### config.mk
export PLATFORM = sky130hd
export DESIGN_NAME = hamfc_core
export DESIGN_NICKNAME = d
export VERILOG_FILES = /design/src/rtl/hamfc_pkg.sv /design/src/rtl/hamfc_core.sv
export SDC_FILE = /design/constraint.sdc
export NUM_CORES = 1
export LEC_CHECK = 0
export BUFFER_PORTS_ARGS = -buffer_cell sky130_fd_sc_hd__buf_4
export CAP_MARGIN = 15
export CORE_UTILIZATION = 50
export DETAILED_ROUTE_END_ITERATION = 10
export PLACE_DENSITY = 0.82
export SLEW_MARGIN = 20
export SYNTH_ARGS = -nofsm -noshare
export SYNTH_HDL_FRONTEND = slang
export SYNTH_SLANG_ARGS = --single-unit
### constraint.sdc
create_clock -name clk_i -period 12.69 [get_ports clk_i]
set_input_delay 3.807 -clock clk_i [delete_from_list [all_inputs] [get_ports clk_i]]
set_output_delay 3.807 -clock clk_i [all_outputs]
set_load 0.05 [all_outputs]
### src/rtl/hamfc_pkg.sv
// Types and constants shared by the hex ASCII meter frame checker.
`default_nettype none

package hamfc_pkg;

  localparam int unsigned ChWidth  = 8;
  localparam int unsigned IdWidth  = 64;
  localparam int unsigned LenWidth = 16;
  localparam int unsigned PosWidth = 18;

  // Character offsets of the fixed header
  localparam logic [PosWidth-1:0] PosIdFirst   = 18'd2;
  localparam logic [PosWidth-1:0] PosIdLast    = 18'd9;
  localparam logic [PosWidth-1:0] PosRestart0  = 18'd14;
  localparam logic [PosWidth-1:0] PosRestart1  = 18'd15;
  localparam logic [PosWidth-1:0] PosCtrlLo    = 18'd17;
  localparam logic [PosWidth-1:0] PosLenLo     = 18'd19;
  localparam logic [PosWidth-1:0] PosLenHi     = 18'd21;
  localparam logic [PosWidth-1:0] PosDataStart = 18'd22;

  localparam logic [ChWidth-1:0] Ch1 = 8'h31;
  localparam logic [ChWidth-1:0] Ch6 = 8'h36;
  localparam logic [ChWidth-1:0] Ch8 = 8'h38;

  // Configuration register indexes
  localparam logic CfgExpectedId = 1'b0;
  localparam logic CfgMaxLength  = 1'b1;

  localparam logic [LenWidth-1:0] MaxLengthReset = 16'd97;

  typedef enum logic [2:0] {
    VerdictOk       = 3'd0,
    VerdictStart    = 3'd1,
    VerdictRestart  = 3'd2,
    VerdictId       = 3'd3,
    VerdictOverload = 3'd4,
    VerdictEndCode  = 3'd5,
    VerdictChecksum = 3'd6
  } verdict_e;

  typedef struct packed {
    logic               frame_start;
    logic [ChWidth-1:0] ch;
  } item_t;

  typedef struct packed {
    verdict_e            verdict;
    logic [7:0]          ctrl_code;
    logic [LenWidth-1:0] data_length;
  } res_t;

endpackage

`default_nettype wire

### src/rtl/hamfc_core.sv
// Frame state and verdict logic: one character per step.
`default_nettype none

module hamfc_core import hamfc_pkg::*; (
  input  wire logic                clk_i,
  input  wire logic                rst_ni,
  input  wire logic                step_i,
  input  wire item_t               item_i,
  input  wire logic [IdWidth-1:0]  expected_id_i,
  input  wire logic [LenWidth-1:0] max_length_i,
  output logic                     res_valid_o,
  output res_t                     res_o
);

  function automatic logic [3:0] hex_nibble(input logic [ChWidth-1:0] c);
    logic [3:0] n;
    n = 4'd0;
    if (c >= 8'h30 && c <= 8'h39) n = c[3:0];
    else if ((c >= 8'h41 && c <= 8'h46) || (c >= 8'h61 && c <= 8'h66)) n = c[3:0] + 4'd9;
    return n;
  endfunction

  logic                active_q, active_d;
  logic [PosWidth-1:0] pos_q, pos_d;
  logic [3:0]          hn_q, hn_d;
  logic [7:0]          sum_q, sum_d;
  logic                idm_q, idm_d;
  logic [LenWidth-1:0] len_q, len_d;
  logic [7:0]          ctl_q, ctl_d;
  logic                sm_q, sm_d;

  logic [PosWidth-1:0] pos, cs;
  logic [3:0]          hn, nib;
  logic [7:0]          sum, ctl, byte_v, exp_ch;
  logic                idm, sm, run, emit;
  logic [LenWidth-1:0] len;
  logic [2:0]          id_sel;
  verdict_e            verdict;

  always_comb begin
    // a frame start discards whatever frame was running
    pos = item_i.frame_start ? '0 : pos_q;
    hn  = item_i.frame_start ? '0 : hn_q;
    sum = item_i.frame_start ? '0 : sum_q;
    idm = item_i.frame_start ? 1'b0 : idm_q;
    len = item_i.frame_start ? '0 : len_q;
    ctl = item_i.frame_start ? '0 : ctl_q;
    sm  = item_i.frame_start ? 1'b0 : sm_q;

    nib    = hex_nibble(item_i.ch);
    byte_v = pos[0] ? {hn, nib} : 8'd0;
    cs     = {1'b0, len, 1'b0} + PosDataStart;  // checksum offset
    id_sel = 3'd7 - (pos[2:0] - 3'd2);
    exp_ch = expected_id_i[{id_sel, 3'b000} +: 8];

    pos_d = pos + 18'd1;
    hn_d  = pos[0] ? hn : nib;
    sum_d = sum;
    idm_d = idm;
    len_d = len;
    ctl_d = ctl;
    sm_d  = sm;
    emit    = 1'b0;
    verdict = VerdictOk;

    if (pos[0] && (pos <= PosLenHi || pos < cs)) sum_d = sum + byte_v;

    if (pos == '0) begin
      if (item_i.ch != Ch6) begin emit = 1'b1; verdict = VerdictStart; end
    end else if (pos == 18'd1) begin
      if (item_i.ch != Ch8) begin emit = 1'b1; verdict = VerdictStart; end
    end else if (pos >= PosIdFirst && pos <= PosIdLast) begin
      if (item_i.ch != exp_ch) idm_d = 1'b1;
    end else if (pos == PosRestart0) begin
      if (item_i.ch != Ch6) begin emit = 1'b1; verdict = VerdictRestart; end
    end else if (pos == PosRestart1) begin
      if (item_i.ch != Ch8) begin
        emit = 1'b1; verdict = VerdictRestart;
      end else if (idm) begin
        emit = 1'b1; verdict = VerdictId;
      end
    end else if (pos == PosCtrlLo) begin
      ctl_d = byte_v;
    end else if (pos == PosLenLo) begin
      len_d = {8'd0, byte_v};
    end else if (pos == PosLenHi) begin
      len_d = {byte_v, len[7:0]};
      if ({byte_v, len[7:0]} > max_length_i) begin emit = 1'b1; verdict = VerdictOverload; end
    end else if (pos >= PosDataStart) begin
      if (pos == cs + 18'd1) begin
        sm_d = (byte_v == sum);
      end else if (pos == cs + 18'd2) begin
        if (item_i.ch != Ch1) begin emit = 1'b1; verdict = VerdictEndCode; end
      end else if (pos == cs + 18'd3) begin
        emit    = 1'b1;
        verdict = (item_i.ch != Ch6) ? VerdictEndCode : (sm ? VerdictOk : VerdictChecksum);
      end
    end

    run      = step_i && (item_i.frame_start || active_q);
    active_d = run ? !emit : active_q;

    res_valid_o       = run && emit;
    res_o.verdict     = verdict;
    res_o.ctrl_code   = ctl_d;
    res_o.data_length = len_d;
  end

  always_ff @(posedge clk_i or negedge rst_ni) begin
    if (!rst_ni) begin
      active_q <= 1'b0;
      pos_q    <= '0;
      hn_q     <= '0;
      sum_q    <= '0;
      idm_q    <= 1'b0;
      len_q    <= '0;
      ctl_q    <= '0;
      sm_q     <= 1'b0;
    end else begin
      active_q <= active_d;
      if (run) begin
        pos_q <= pos_d;
        hn_q  <= hn_d;
        sum_q <= sum_d;
        idm_q <= idm_d;
        len_q <= len_d;
        ctl_q <= ctl_d;
        sm_q  <= sm_d;
      end
    end
  end

endmodule

`default_nettype wire

==> metrics.txt <==
run status finished, final reports clean; Design Area, Final 0.00808 sq mm; Hold Crit Class flop to flop; Ports 120; Post-Route WL approximately 21000 microns; setup bufs post-CTS 0; post-synth net total 994; DR WL met3 1620 microns; highest signal layer in the routed design met4; Tmin final ~12000 ps; register area share after synthesis 21.1%; largest net degree at the start of global routing 58; Critical Path RT 8880 ps; detailed placement HPWL 16400 microns; crit-path max cell delay 470 ps; CP Buf/Inv Count 4; mean area per synthesized cell 7.95 sq um; Synth Cell Area 0.00675 sq mm; number of enable flip-flop cells after synthesis 0; clock latency on the worst-skew pair 340 ps; leakage approximately 3.7 nW; antenna violations before repair 0; worst-path fanout max 32; worst r2r src len_q[3]$_DFFE_PN0P_; met1 WL 8190 microns; TritonCTS clock tree built; Worst-path clk slew 60 ps; Root Driver clkbuf_16; PortBufs 119; via count of the routed design 7017; total clock sinks 57; residual DRC count 0; Met2 Routed Length 10400 microns; f_max ~0.086 GHz; worst hold start ctl_q[1]$_DFFE_PN0P_; Max Cap Violations 0; vias in the first global route 6679; Overflow after GRT 0; Seq. cell area about 0.0014 sq mm; power density over cell area 89.3 mW/mm^2; setup tns final 0 ps; unrepaired setup endpoints after global routing false; starting DRC count in detailed routing approximately 560; Pre-Repair DR Iteration Count 5; Die X 118 microns; Fill cells 1147; layout cells sized above 1 20.1%; post-synth cell types 91; CP startpoint item_i[8]; Worst Skew approximately 7.4 ps; Final GP Congestion 1.03; most frequent CP cell nand4_1; Mapped Cells 849; ys flop type dfrtp_1; diode count 0; fin nets 1092; Hold Fails Final Rpt 0; GRT Overall Usage 31.2%; Tcrit/Tclk final 92.2%; synthesis-to-finish area growth 19.7%; starting density of the core 51.2%; num rows 42; wire per inst 18.9 microns; count of pins over their slew limit 0; Setup CP Type input pin to primary output; Worst IR Drop VDD 0.0668 mV; delay-heaviest family, CP simple AND/OR/NAND/NOR gates; Warnings, synthesis 0; multi-input logic area 0.00495 sq mm; Worst Setup Start Kind input pin; final setup fails 0; Async SR Flop Fraction 100%; Worst Path Arrival approximately 7900 ps; H-tree levels 3; Clock Tree Buf Depth 2; die area ~0.014 sq mm; Worst slew margin 48.1%; flops & latches, synth 57; Core Box Area 0.0132 sq mm; Die Ht ~120 microns; post-CTS sizing 0; antenna viol nets, final 0; Slowest cell on crit path nor4_2; vias per cell 6.22; cts-stage hold buffer count 0; Worst Tran Pin Value slightly below 800 ps; first-pass GRT wire length 34200 microns; crit path capture type primary output; CTS buffer count 9; post-placement cell area 0.00773 sq mm; Cell Chain, Critical Path buf_4 -> inv_1 -> nand2_1 -> ha_1 -> and2b_1 -> o2111ai_1 -> nor2_1 -> mux2_2 -> inv_1 -> ha_1 -> nand3_1 -> nor4_1 -> nand4_1 -> nand4_1 -> nor4_2 -> nand4_1 -> a221oi_2 -> buf_4
-- cell type report --
cell class | count | share of cell area, %
Clock buffer | 9 | 2.79
Clock inverter | 7 | 1.47
Inverter | 53 | 2.48
Multi-Input combinational cell | 701 | 61.3
Sequential cell | 57 | 17.7
Tap cell | 176 | 2.73
Timing Repair Buffer | 125 | 11.6
-- worst paths after layout --
path | cells past startpoint | to | slack, ps
max | 18 | res_o[25] | 1000
min | 2 | ctl_q[1]$_DFFE_PN0P_ | 480
max reg2reg | 13 | sum_q[1]$_DFFE_PN0P_ | 7960
min reg2reg | 2 | ctl_q[1]$_DFFE_PN0P_ | 480
max in group asynchronous | 1 | len_q[13]$_DFFE_PN0P_ | 8630
min in group asynchronous | 1 | pos_q[14]$_DFFE_PN0P_ | 3520
-- state kept, by name, indices dropped and copies added, names as in the netlist --
name / count
active_q: 1
len_q: 16
ctl_q: 8
hn_q: 4
sum_q: 8
idm_q: 1
pos_q: 18
sm_q: 1
-- Yosys cell counts (all sizes together) (5+ instances only) --
library cell | count | area share, %
nand2 | 114 | 6.4
nor2 | 61 | 3.4
dfrtp | 57 | 21
o21ai | 55 | 4.1
ha | 52 | 9.6
inv | 50 | 2.8
a21oi | 46 | 3.6
nand3 | 37 | 2.7
xnor2 | 33 | 4.4
nor2b | 28 | 2.6
nand4 | 25 | 2.3
xor2 | 25 | 3.5
clkbuf | 24 | 1.3
buf | 14 | 1.2
mux2i | 14 | 2.1
nor3 | 14 | 1.1
nor4 | 14 | 1.7
and3 | 12 | 1.1
a21o | 11 | 1.2
o211ai | 11 | 1.2
mux2 | 10 | 1.7
a211oi | 8 | 0.96
a22oi | 8 | 0.89
mux4 | 8 | 2.7
nand2b | 6 | 0.56
o221ai | 6 | 0.78
and4 | 5 | 0.65
o21bai | 5 | 0.56
o22ai | 5 | 0.46
or2 | 5 | 0.46
-- per-stage QoR --
stage / utilization (%) / power, mW / worst slack (ps) / cells / hold WS (ps)
detailed placement: 58.6 / 0.435 / 1090 / 1112 / 463
floorplan: - / 0.360 / 814 / 849 / 442
global placement: 58.6 / 0.432 / 1200 / 1112 / 457
finish: 61.3 / 0.722 / 996 / 1128 / 477
CTS: 61.3 / 0.720 / 1080 / 1128 / 478
global route: 61.3 / 0.751 / 801 / 1128 / 484
-- power breakdown --
part           switching, mW  total (mW)  internal, mW  leakage [nW]
logic                  0.135       0.231        0.0953          2.78
clock network         0.0926       0.284         0.191         0.162
registers             0.0162       0.207         0.191         0.789
-- layout by cell type (no fill, tap or decap), drive strengths merged, types with 6 or more instances in the layout --
| cell | instances |
|---|---|
| buf | 125 |
| nand2 | 114 |
| nor2 | 61 |
| dfrtp | 57 |
| o21ai | 55 |
| ha | 52 |
| inv | 50 |
| a21oi | 46 |
| nand3 | 37 |
| xnor2 | 33 |
| nor2b | 28 |
| nand4 | 25 |
| xor2 | 25 |
| mux2i | 14 |
| nor3 | 14 |
| nor4 | 14 |
| and3 | 12 |
| o211ai | 11 |
| a21o | 11 |
| mux2 | 10 |
| clkbuf | 9 |
| a22oi | 8 |
| mux4 | 8 |
| a211oi | 8 |
| nand2b | 6 |
| o221ai | 6 |
-- cells by family (layout without fill, tap and decap cells) --
logic type	after synthesis	count (layout)	synth area share, %
flops	57	57	21.1
mux	32	32	6.41
xor+xnor	63	63	9.58
fa+ha+maj	54	54	10.1
buf+inv	91	194	5.52
compound gates	203	203	20.9
simple gates	349	349	26.4
-- worst register-to-register path, delay by kind of cell (launching register included) --
kind | cells | cell delay [ps]
AO/OA/AOI/OAI | 6 | 2070
XOR/XNOR | 1 | 410
adder cells (fa/ha/maj) | 1 | 330
buffers and inverters | 2 | 400
flip-flops | 1 | 760
AND/OR/NAND/NOR | 3 | 660
-- routing by layer --
layer	up-vias	track usage, %
met4	0	16.7
met2	373	53.2
met5	-	0
li1	3285	-
met3	68	5.16
met1	3291	37.4
Note: power is estimated with default switching activity, not from simulation.
